$ cat src/rtl/mbs_pkg.sv
// ----------------------------------------------------------------------------
// mbs_pkg
// Shared types and constants for the Modbus TCP register server.
// ----------------------------------------------------------------------------
package mbs_pkg;

  localparam int FRAME_BYTES = 12;

  localparam logic [7:0]  FC_READ        = 8'h04;
  localparam logic [7:0]  FC_WRITE       = 8'h06;
  localparam logic [15:0] LEN_REQ        = 16'd6;
  localparam logic [15:0] LEN_RSP_BASE   = 16'd3;
  localparam logic [7:0]  UNIT_ID_RST    = 8'hFF;
  localparam logic [15:0] PROTOCOL_RST   = 16'h0000;
  localparam logic [3:0]  IDX_COUNT      = 4'd8;
  localparam logic [3:0]  IDX_FRAME_LAST = 4'd11;

  localparam logic [2:0] ST_OK          = 3'd0;
  localparam logic [2:0] ST_BAD_PROTO   = 3'd1;
  localparam logic [2:0] ST_BAD_LEN     = 3'd2;
  localparam logic [2:0] ST_BAD_FUNC    = 3'd3;
  localparam logic [2:0] ST_NOT_HANDLED = 3'd4;

  localparam logic [1:0] REG_UNIT_ID     = 2'd0;
  localparam logic [1:0] REG_PROTOCOL_ID = 2'd1;
  localparam logic [1:0] REG_SERVER_MODE = 2'd2;

  typedef enum logic [1:0] {
    OP_RX_BYTE  = 2'd0,
    OP_LOAD     = 2'd1,
    OP_BUILD_WR = 2'd2,
    OP_BUILD_RD = 2'd3
  } opcode_t;

  typedef enum logic [1:0] {
    KIND_WR,
    KIND_RD_REQ,
    KIND_RD_RSP
  } kind_t;

  typedef enum logic [1:0] {
    SEL_HDR,
    SEL_WHI,
    SEL_WLO,
    SEL_STAT
  } sel_t;

  typedef enum logic [3:0] {
    S_IDLE,
    S_CHECK,
    S_STAT,
    S_EMIT,
    S_SCAN,
    S_SCAN_END,
    S_WRITE,
    S_WHI,
    S_WLO
  } state_t;

  typedef struct packed {
    logic [7:0]  unit_id;
    logic [15:0] protocol_id;
    logic        server_mode;
  } cfg_t;

  typedef struct packed {
    logic       in_take;
    logic       push;
    sel_t       sel;
    logic [3:0] idx;
    logic       last;
    logic [2:0] status;
    logic       frame_close;
    logic       scan_rd;
    logic       tbl_wr;
    logic       word_clr;
    logic       word_inc;
  } cmd_t;

  typedef struct packed {
    logic       out_free;
    logic       proto_ok;
    logic       server;
    logic       len_ok;
    logic [7:0] fc;
    logic       rsp_kind;
    logic       scan_last;
    logic       cnt_zero;
    logic       last_word;
  } sts_t;

endpackage

$ cat src/rtl/mbs_ctrl.sv
// ----------------------------------------------------------------------------
// mbs_ctrl
// Sequencer: frame checks, table scans and the order of sent bytes.
// ----------------------------------------------------------------------------
module mbs_ctrl
  import mbs_pkg::*;
(
  input  logic       clk,
  input  logic       rst_n,
  input  logic       in_valid,
  output logic       in_stall,
  input  logic [1:0] in_opcode,
  input  logic       in_rx_last,
  input  sts_t       sts,
  output cmd_t       cmd
);

  state_t     state_r, state_nxt;
  logic [3:0] idx_r, idx_nxt;
  logic [2:0] stat_r, stat_nxt;
  opcode_t    op;

  assign op = opcode_t'(in_opcode);

  always_ff @(posedge clk) begin
    if (!rst_n) begin
      state_r <= S_IDLE;
      idx_r   <= '0;
      stat_r  <= ST_OK;
    end else begin
      state_r <= state_nxt;
      idx_r   <= idx_nxt;
      stat_r  <= stat_nxt;
    end
  end

  always_comb begin
    state_nxt  = state_r;
    idx_nxt    = idx_r;
    stat_nxt   = stat_r;
    cmd        = '0;
    cmd.sel    = SEL_HDR;
    cmd.idx    = idx_r;
    cmd.status = stat_r;
    in_stall   = (state_r != S_IDLE);
    unique case (state_r)
      S_IDLE: begin
        cmd.in_take = in_valid;
        if (in_valid) begin
          unique case (op)
            OP_RX_BYTE:  if (in_rx_last) state_nxt = S_CHECK;
            OP_LOAD:     state_nxt = S_IDLE;
            OP_BUILD_WR,
            OP_BUILD_RD: begin
              idx_nxt   = '0;
              state_nxt = S_EMIT;
            end
            default:     state_nxt = S_IDLE;
          endcase
        end
      end
      S_CHECK: begin
        cmd.frame_close = 1'b1;
        // a write lookup uses the word offset too, so start it at zero
        cmd.word_clr    = 1'b1;
        idx_nxt         = '0;
        priority if (!sts.proto_ok) begin
          stat_nxt  = ST_BAD_PROTO;
          state_nxt = S_STAT;
        end else if (!sts.server) begin
          stat_nxt  = ST_NOT_HANDLED;
          state_nxt = S_STAT;
        end else if (!sts.len_ok) begin
          stat_nxt  = ST_BAD_LEN;
          state_nxt = S_STAT;
        end else if (sts.fc == FC_READ) begin
          state_nxt = S_EMIT;
        end else if (sts.fc == FC_WRITE) begin
          state_nxt = S_SCAN;
        end else begin
          stat_nxt  = ST_BAD_FUNC;
          state_nxt = S_STAT;
        end
      end
      S_STAT: begin
        if (sts.out_free) begin
          cmd.push  = 1'b1;
          cmd.sel   = SEL_STAT;
          cmd.last  = 1'b1;
          state_nxt = S_IDLE;
        end
      end
      S_EMIT: begin
        if (sts.out_free) begin
          cmd.push = 1'b1;
          idx_nxt  = idx_r + 4'd1;
          if (sts.rsp_kind) begin
            if (idx_r == IDX_COUNT) begin
              cmd.last     = sts.cnt_zero;
              cmd.word_clr = 1'b1;
              state_nxt    = sts.cnt_zero ? S_IDLE : S_SCAN;
            end
          end else if (idx_r == IDX_FRAME_LAST) begin
            cmd.last  = 1'b1;
            state_nxt = S_IDLE;
          end
        end
      end
      S_SCAN: begin
        cmd.scan_rd = 1'b1;
        if (sts.scan_last) state_nxt = S_SCAN_END;
      end
      S_SCAN_END: begin
        // last compare lands this cycle
        state_nxt = sts.rsp_kind ? S_WHI : S_WRITE;
      end
      S_WRITE: begin
        cmd.tbl_wr = 1'b1;
        idx_nxt    = '0;
        state_nxt  = S_EMIT;
      end
      S_WHI: begin
        if (sts.out_free) begin
          cmd.push  = 1'b1;
          cmd.sel   = SEL_WHI;
          state_nxt = S_WLO;
        end
      end
      S_WLO: begin
        if (sts.out_free) begin
          cmd.push     = 1'b1;
          cmd.sel      = SEL_WLO;
          cmd.last     = sts.last_word;
          cmd.word_inc = !sts.last_word;
          state_nxt    = sts.last_word ? S_IDLE : S_SCAN;
        end
      end
      default: state_nxt = S_IDLE;
    endcase
  end

endmodule

$ cat src/rtl/mbs_dp.sv
// ----------------------------------------------------------------------------
// mbs_dp
// Datapath: receive buffer, register table, frame fields and output register.
// ----------------------------------------------------------------------------
module mbs_dp
  import mbs_pkg::*;
#(
  parameter int NUM_REGS      = 16,
  parameter int MAX_READ_REGS = 27
) (
  input  logic        clk,
  input  logic        rst_n,
  input  cfg_t        cfg,
  input  cmd_t        cmd,
  output sts_t        sts,
  input  logic [1:0]  in_opcode,
  input  logic [7:0]  in_rx_byte,
  input  logic [3:0]  in_slot,
  input  logic [15:0] in_reg_address,
  input  logic [15:0] in_reg_value,
  input  logic [15:0] in_read_count,
  output logic        out_valid,
  input  logic        out_stall,
  output logic [7:0]  out_tx_byte,
  output logic        out_has_byte,
  output logic        out_last_byte,
  output logic [2:0]  out_status
);

  localparam int IW = (NUM_REGS > 1) ? $clog2(NUM_REGS) : 1;
  localparam int CW = $clog2(MAX_READ_REGS + 1);

  opcode_t op;
  assign op = opcode_t'(in_opcode);

  // receive buffer
  logic [7:0] rx_bytes_r [FRAME_BYTES];
  logic [3:0] rx_count_r;
  logic       rx_wr;

  assign rx_wr = cmd.in_take && (op == OP_RX_BYTE) && (rx_count_r < 4'(FRAME_BYTES));

  always_ff @(posedge clk) begin
    if (!rst_n || cmd.frame_close) begin
      for (int i = 0; i < FRAME_BYTES; i++) rx_bytes_r[i] <= '0;
      rx_count_r <= '0;
    end else if (rx_wr) begin
      rx_bytes_r[rx_count_r] <= in_rx_byte;
      rx_count_r             <= rx_count_r + 4'd1;
    end
  end

  logic [15:0] rx_txid, rx_proto, rx_len, rx_addr, rx_val;
  assign rx_txid  = {rx_bytes_r[0], rx_bytes_r[1]};
  assign rx_proto = {rx_bytes_r[2], rx_bytes_r[3]};
  assign rx_len   = {rx_bytes_r[4], rx_bytes_r[5]};
  assign rx_addr  = {rx_bytes_r[8], rx_bytes_r[9]};
  assign rx_val   = {rx_bytes_r[10], rx_bytes_r[11]};

  logic proto_ok;
  assign proto_ok = (rx_proto == cfg.protocol_id);

  // transaction id and frame fields
  logic [15:0]   txid_r;
  kind_t         kind_r;
  logic [15:0]   addr_r;
  logic [15:0]   arg_r;
  logic [CW-1:0] cnt_r;
  logic [CW-1:0] cnt_clamp;

  assign cnt_clamp = (rx_val > 16'(MAX_READ_REGS)) ? CW'(MAX_READ_REGS) : rx_val[CW-1:0];

  always_ff @(posedge clk) begin
    if (!rst_n) begin
      txid_r <= '0;
      kind_r <= KIND_WR;
    end else if (cmd.frame_close) begin
      if (proto_ok) txid_r <= rx_txid + 16'd1;
      kind_r <= (rx_bytes_r[7] == FC_READ) ? KIND_RD_RSP : KIND_WR;
    end else if (cmd.in_take && op == OP_BUILD_WR) begin
      kind_r <= KIND_WR;
    end else if (cmd.in_take && op == OP_BUILD_RD) begin
      kind_r <= KIND_RD_REQ;
    end
  end

  always_ff @(posedge clk) begin
    if (cmd.frame_close) begin
      addr_r <= rx_addr;
      arg_r  <= rx_val;
      cnt_r  <= cnt_clamp;
    end else if (cmd.in_take && (op == OP_BUILD_WR || op == OP_BUILD_RD)) begin
      addr_r <= in_reg_address;
      arg_r  <= (op == OP_BUILD_WR) ? in_reg_value : in_read_count;
    end
  end

  // word counter for read responses
  logic [CW-1:0] w_r;
  always_ff @(posedge clk) begin
    if (!rst_n || cmd.word_clr) w_r <= '0;
    else if (cmd.word_inc)      w_r <= w_r + CW'(1);
  end

  // register table: address in the upper half, value in the lower
  logic [31:0]       tbl_mem [NUM_REGS];
  logic [NUM_REGS-1:0] valid_r;
  logic [IW:0]       scan_cnt_r;
  logic [IW-1:0]     rd_idx, rd_idx_r, hit_idx_r;
  logic [31:0]       rd_data_r;
  logic              rd_vld_r;
  logic              found_r;
  logic [15:0]       word_val_r;
  logic [16:0]       target;
  logic              hit;
  logic [6:0]        slot_x;
  logic              load_ok;
  logic              mem_we;
  logic [IW-1:0]     mem_wa;
  logic [31:0]       mem_wd;

  assign slot_x  = 7'(in_slot);
  assign load_ok = cmd.in_take && (op == OP_LOAD) && (slot_x < 7'(NUM_REGS));
  assign mem_we  = load_ok || (cmd.tbl_wr && found_r);
  assign mem_wa  = load_ok ? slot_x[IW-1:0] : hit_idx_r;
  assign mem_wd  = load_ok ? {in_reg_address, in_reg_value} : {addr_r, arg_r};

  assign rd_idx  = scan_cnt_r[IW-1:0];
  // addresses past the top of the map never match
  assign target  = 17'(addr_r) + 17'(w_r);
  assign hit     = rd_vld_r && !target[16] && (rd_data_r[31:16] == target[15:0]);

  always_ff @(posedge clk) begin
    if (mem_we) tbl_mem[mem_wa] <= mem_wd;
    if (cmd.scan_rd) rd_data_r <= tbl_mem[rd_idx];
  end

  always_ff @(posedge clk) begin
    if (!rst_n) begin
      valid_r    <= '0;
      scan_cnt_r <= '0;
      rd_vld_r   <= 1'b0;
      found_r    <= 1'b0;
    end else begin
      if (load_ok) valid_r[slot_x[IW-1:0]] <= 1'b1;
      scan_cnt_r <= cmd.scan_rd ? scan_cnt_r + (IW+1)'(1) : '0;
      rd_vld_r   <= cmd.scan_rd && valid_r[rd_idx];
      if (cmd.scan_rd && scan_cnt_r == '0) begin
        found_r <= 1'b0;
      end else if (hit && !found_r) begin
        found_r <= 1'b1;
      end
    end
  end

  always_ff @(posedge clk) begin
    rd_idx_r <= rd_idx;
    if (hit && !found_r) begin
      word_val_r <= rd_data_r[15:0];
      hit_idx_r  <= rd_idx_r;
    end
  end

  // byte selection
  logic [15:0] word_out, len_out;
  logic [7:0]  fc_out, cnt_byte, hdr_byte, byte_sel;

  assign word_out = found_r ? word_val_r : 16'd0;
  assign len_out  = (kind_r == KIND_RD_RSP) ? ((16'(cnt_r) << 1) + LEN_RSP_BASE) : LEN_REQ;
  assign fc_out   = (kind_r == KIND_WR) ? FC_WRITE : FC_READ;
  assign cnt_byte = 8'(cnt_r) << 1;

  always_comb begin
    unique case (cmd.idx)
      4'd0:    hdr_byte = txid_r[15:8];
      4'd1:    hdr_byte = txid_r[7:0];
      4'd2:    hdr_byte = cfg.protocol_id[15:8];
      4'd3:    hdr_byte = cfg.protocol_id[7:0];
      4'd4:    hdr_byte = len_out[15:8];
      4'd5:    hdr_byte = len_out[7:0];
      4'd6:    hdr_byte = cfg.unit_id;
      4'd7:    hdr_byte = fc_out;
      4'd8:    hdr_byte = (kind_r == KIND_RD_RSP) ? cnt_byte : addr_r[15:8];
      4'd9:    hdr_byte = addr_r[7:0];
      4'd10:   hdr_byte = arg_r[15:8];
      4'd11:   hdr_byte = arg_r[7:0];
      default: hdr_byte = 8'd0;
    endcase
  end

  always_comb begin
    unique case (cmd.sel)
      SEL_HDR:  byte_sel = hdr_byte;
      SEL_WHI:  byte_sel = word_out[15:8];
      SEL_WLO:  byte_sel = word_out[7:0];
      SEL_STAT: byte_sel = 8'd0;
      default:  byte_sel = 8'd0;
    endcase
  end

  // output register
  logic       out_valid_r;
  logic [7:0] out_tx_byte_r;
  logic       out_has_byte_r, out_last_byte_r;
  logic [2:0] out_status_r;
  logic       out_free;

  assign out_free = !out_valid_r || !out_stall;

  always_ff @(posedge clk) begin
    if (!rst_n)        out_valid_r <= 1'b0;
    else if (cmd.push) out_valid_r <= 1'b1;
    else if (!out_stall) out_valid_r <= 1'b0;
  end

  always_ff @(posedge clk) begin
    if (cmd.push) begin
      out_tx_byte_r   <= byte_sel;
      out_has_byte_r  <= (cmd.sel != SEL_STAT);
      out_last_byte_r <= cmd.last;
      out_status_r    <= (cmd.sel == SEL_STAT) ? cmd.status : ST_OK;
    end
  end

  assign out_valid     = out_valid_r;
  assign out_tx_byte   = out_tx_byte_r;
  assign out_has_byte  = out_has_byte_r;
  assign out_last_byte = out_last_byte_r;
  assign out_status    = out_status_r;

  always_comb begin
    sts.out_free  = out_free;
    sts.proto_ok  = proto_ok;
    sts.server    = cfg.server_mode;
    sts.len_ok    = (rx_len == LEN_REQ);
    sts.fc        = rx_bytes_r[7];
    sts.rsp_kind  = (kind_r == KIND_RD_RSP);
    sts.scan_last = (scan_cnt_r == (IW+1)'(NUM_REGS - 1));
    sts.cnt_zero  = (cnt_r == '0);
    sts.last_word = (w_r == cnt_r - CW'(1));
  end

endmodule

$ cat src/rtl/modbus_tcp_register_server.sv
// ----------------------------------------------------------------------------
// modbus_tcp_register_server
// Modbus TCP server/client frame engine for single-register write and reads.
// ----------------------------------------------------------------------------
// Request bytes are taken one per cycle; the byte marked last starts a check
// cycle and the block takes no new item until its answer has been handed to
// the output register. Header, echo and built request bytes leave at one per
// cycle while the output is not stalled. Each table lookup is a scan over the
// table memory, one entry per cycle through its single read port; a function 6
// write scans once before its echo and a function 4 answer scans once per
// returned register word. A table load writes its slot directly, with no scan.
module modbus_tcp_register_server
  import mbs_pkg::*;
#(
  parameter int NUM_REGS      = 16,
  parameter int MAX_READ_REGS = 27
) (
  input  logic        clk,
  input  logic        rst_n,
  input  logic        in_valid,
  output logic        in_stall,
  input  logic [1:0]  in_opcode,
  input  logic [7:0]  in_rx_byte,
  input  logic        in_rx_last,
  input  logic [3:0]  in_slot,
  input  logic [15:0] in_reg_address,
  input  logic [15:0] in_reg_value,
  input  logic [15:0] in_read_count,
  output logic        out_valid,
  input  logic        out_stall,
  output logic [7:0]  out_tx_byte,
  output logic        out_has_byte,
  output logic        out_last_byte,
  output logic [2:0]  out_status,
  input  logic        psel,
  input  logic        penable,
  input  logic        pwrite,
  input  logic [3:0]  paddr,
  input  logic [31:0] pwdata,
  output logic [31:0] prdata,
  output logic        pready
);

  cfg_t cfg_r;
  cmd_t cmd;
  sts_t sts;
  logic [1:0] reg_idx;

  assign reg_idx = paddr[3:2];
  assign pready  = 1'b1;

  always_ff @(posedge clk) begin
    if (!rst_n) begin
      cfg_r.unit_id     <= UNIT_ID_RST;
      cfg_r.protocol_id <= PROTOCOL_RST;
      cfg_r.server_mode <= 1'b1;
    end else if (psel && penable && pwrite) begin
      unique case (reg_idx)
        REG_UNIT_ID:     cfg_r.unit_id     <= pwdata[7:0];
        REG_PROTOCOL_ID: cfg_r.protocol_id <= pwdata[15:0];
        REG_SERVER_MODE: cfg_r.server_mode <= pwdata[0];
        default:         cfg_r             <= cfg_r;
      endcase
    end
  end

  always_comb begin
    unique case (reg_idx)
      REG_UNIT_ID:     prdata = 32'(cfg_r.unit_id);
      REG_PROTOCOL_ID: prdata = 32'(cfg_r.protocol_id);
      REG_SERVER_MODE: prdata = 32'(cfg_r.server_mode);
      default:         prdata = 32'd0;
    endcase
  end

  mbs_ctrl u_ctrl (
    .clk        (clk),
    .rst_n      (rst_n),
    .in_valid   (in_valid),
    .in_stall   (in_stall),
    .in_opcode  (in_opcode),
    .in_rx_last (in_rx_last),
    .sts        (sts),
    .cmd        (cmd)
  );

  mbs_dp #(
    .NUM_REGS      (NUM_REGS),
    .MAX_READ_REGS (MAX_READ_REGS)
  ) u_dp (
    .clk            (clk),
    .rst_n          (rst_n),
    .cfg            (cfg_r),
    .cmd            (cmd),
    .sts            (sts),
    .in_opcode      (in_opcode),
    .in_rx_byte     (in_rx_byte),
    .in_slot        (in_slot),
    .in_reg_address (in_reg_address),
    .in_reg_value   (in_reg_value),
    .in_read_count  (in_read_count),
    .out_valid      (out_valid),
    .out_stall      (out_stall),
    .out_tx_byte    (out_tx_byte),
    .out_has_byte   (out_has_byte),
    .out_last_byte  (out_last_byte),
    .out_status     (out_status)
  );

endmodule

$ cat config.mk
export PLATFORM = sky130hd
export DESIGN_NAME = modbus_tcp_register_server
export DESIGN_NICKNAME = d
export VERILOG_FILES = /design/src/rtl/mbs_pkg.sv /design/src/rtl/mbs_ctrl.sv /design/src/rtl/mbs_dp.sv /design/src/rtl/modbus_tcp_register_server.sv
export SDC_FILE = /design/constraint.sdc
export NUM_CORES = 1
export LEC_CHECK = 0
export ABC_CLOCK_PERIOD_IN_PS = 5000
export BUFFER_PORTS_ARGS = -buffer_cell sky130_fd_sc_hd__buf_2
export CORE_MARGIN = 1
export CORE_UTILIZATION = 61
export CTS_BUF_LIST = sky130_fd_sc_hd__clkbuf_16
export DETAILED_ROUTE_END_ITERATION = 16
export PLACE_DENSITY_LB_ADDON = 0.2
export SLEW_MARGIN = 10
export SYNTH_ARGS = -nofsm -noshare
export SYNTH_HDL_FRONTEND = slang
export SYNTH_HIERARCHICAL = 1
export SYNTH_SLANG_ARGS = --single-unit
$ cat constraint.sdc
create_clock -name clk -period 5 [get_ports clk]
set_input_delay 0 -clock clk [delete_from_list [all_inputs] [get_ports clk]]
set_output_delay 0 -clock clk [all_outputs]
set_load 0.005 [all_outputs]
==> reports/results.tsv <==
metric	value	unit
io_buffers	118	
ctsResizeCount	0	
relSlewSlack	18.7	%
synth-edff-count	702	
cts-root-buf	clkbuf_16	
initial_core_util	62.1	%
coreArea	54100	um^2
hold_violations	0	
crit_type	reg2reg	
dieWidth	237	um
ys.flop_type	edfxtp_1	
antenna_found_initial	2	
min_period	4160	ps
dp_slack	792	ps
clkSinkCount	793	
crit_path_end_kind	register	
clkTransAtPathRegs	60	ps
arrival	4490	ps
setup_viol	0	
synth_area_per_cell	15.9	um^2
diodes	0	
worstMarginPinSlew	1210	ps
setup_tns	0	ps
maxSlewViolCount	0	
ctsHtreeMaxLevel	3	
startpoint_type	register	
rows	85	
async_flop_share	0	%
worst_hold_path_type	in2reg	
yosysSeqAreaShare	68.2	%
post-route-drc-count	0	
area_growth	14.8	%
synth_area	33600	um^2
grt_max_degree	68	
period_share	83.1	%
ys_warn_count	6	
finClkSkew	18.3	ps
dp_hpwl	51700	um
post-cts-setup-buffers	0	
layout_setup_ws	844	ps
synth_cells	2116	
nFillCells	3368	
fin_nets	2450	
die_y	237	um
rsz0062_at_grt	false	
power_density	444	nW/um^2
first_global_vias	19800	
io_pins	154	
grt_overflow	0	
cts_tree	built	
place_congestion	0.937	
crit_fanout	17	
vdd_ir_drop_max	0.000347	V
vias_per_cell	6.45	
clk_latency	640	ps
drive_gt1_share	21.5	%
power_leakage	13.2	nW
grt_pass1_wl	125000	um
timing.fmax	0.241	GHz
wl	85300	um
firstDrtPassIters	5	
ys_seq_elements	793	
crit_required	5330	ps
clk_path_buf_depth	3	
ys_types	85	
outcome	completed	
routedWlPerCell	27.7	um
vias	19900	
drv_cap	0	
die_area	56000	um^2
grt_use_total	31.1	%
drtIter0Drc	2335	
postRouteAntennaNets	0	
numCtsBuffers	80	
[cell type report]
type                            count  area [um^2]  share of cell area (%)
Inverter                           21         78.8                   0.204
Clock buffer                       84         2100                    5.45
Tap cell                          696          871                    2.26
Timing Repair Buffer              260         2000                    5.20
Multi-Input combinational cell   1169        10100                    26.2
Clock inverter                     59          505                    1.31
Sequential cell                   793        22900                    59.4
[cells in the mapped netlist (24+ instances only)]
cell type	number	area [um^2]
edfxtp_1	702	21100
nor2_1	116	435
mux4_2	167	3760
nor2b_1	37	231
dfxtp_1	91	1820
nand3_1	24	120
nor3_1	24	120
nand2_1	214	803
clkbuf_1	88	330
mux2i_1	57	571
a21oi_1	48	240
xnor2_1	49	429
buf_4	28	210
and3_1	101	632
o21ai_0	33	165
[path summary, 6_finish.rpt]
path	startpoint	endpoint	slack, ps	cells past startpoint
setup / recovery	u_ctrl/state_r[0]	u_dp/tbl_mem[4][22]	840	8
setup reg to reg	u_ctrl/state_r[0]	u_dp/tbl_mem[4][22]	840	8
hold reg to reg	u_dp/rd_idx_r[2]	u_dp/hit_idx_r[2]	400	0
hold / removal	in_rx_last	u_ctrl/state_r[1]	30	5
[cells by family (layout without fill, tap and decap cells)]
kind of cell               Yosys count  in the layout  share of synthesized area (%)
DFF                                793            793                           68.2
and+or+nand+nor                    624            624                           9.34
muxes                              245            245                           13.6
AOI/OAI and AO/OA                  199            199                           3.91
buffers and inverters              169            424                           2.44
xor gates and xnor gates            65             65                           1.77
adders and majority gates           19             19                          0.730
other                                2             17                         0.0224
[stage by stage]
stage | cells | instance area, um^2 | util (%) | hold slack (ps) | total power [W]
after floorplan | 2131 | 33600 | - | 133 | 0.0103
after global placement | 2845 | 35000 | 64.7 | 246 | 0.0111
after detailed placement | 2845 | 35000 | 64.7 | 261 | 0.0112
after CTS | 3082 | 38600 | 71.2 | 22.3 | 0.0172
after global routing | 3082 | 38600 | 71.2 | 62.9 | 0.0177
final | 3082 | 38600 | 71.2 | 33.7 | 0.0171
[critical path, cell delays in order, from the launching register on]
cell and delay, ps:
dfxtp_1 490, nor4_1 720, and2_1 300, nand2b_1 220, or2_1 430, nor3b_1 450
a31oi_1 300, nor2_4 660, buf_12 260
[report_power, final]
group / switching (W) / internal, W / leakage (nW) / total [W]
logic: 0.00165 / 0.000827 / 4.66 / 0.00248
clock network: 0.00250 / 0.00342 / 1.33 / 0.00592
registers: 0.000420 / 0.00832 / 7.21 / 0.00874
total: 0.00457 / 0.0126 / 13.2 / 0.0171
[registers in the layout (all words and copies together) (netlist names), 25 cells and up]
signal and count:
cfg_r 25, u_dp/rd_data_r 32, u_dp/rx_bytes_r 88, u_dp/tbl_mem 512
[placed cells by master (no fill, tap or decap), types with 57 or more instances in the layout]
cell,count
clkbuf_16,84
nand2_1,214
and3_1,101
buf_2,118
edfxtp_1,702
mux4_2,167
dfxtp_1,87
dlygate4sd3_1,94
mux2i_1,57
nor2_1,99
[routing by layer]
metal | vias to the layer above | wire [um] | track usage, %
met5 | - | 13 | 0
met4 | 2 | 2890 | 11.4
met3 | 188 | 7230 | 5.61
met2 | 1070 | 42400 | 51.4
met1 | 10100 | 32700 | 41.7
li1 | 8570 | - | -
[what timing repair did]
action / CTS / global route
endpoints found under the hold margin: 171 / 0
endpoints found under the setup margin: 0 / 0
hold buffers: 94 / 0
Note: power is estimated with default switching activity, not from simulation.
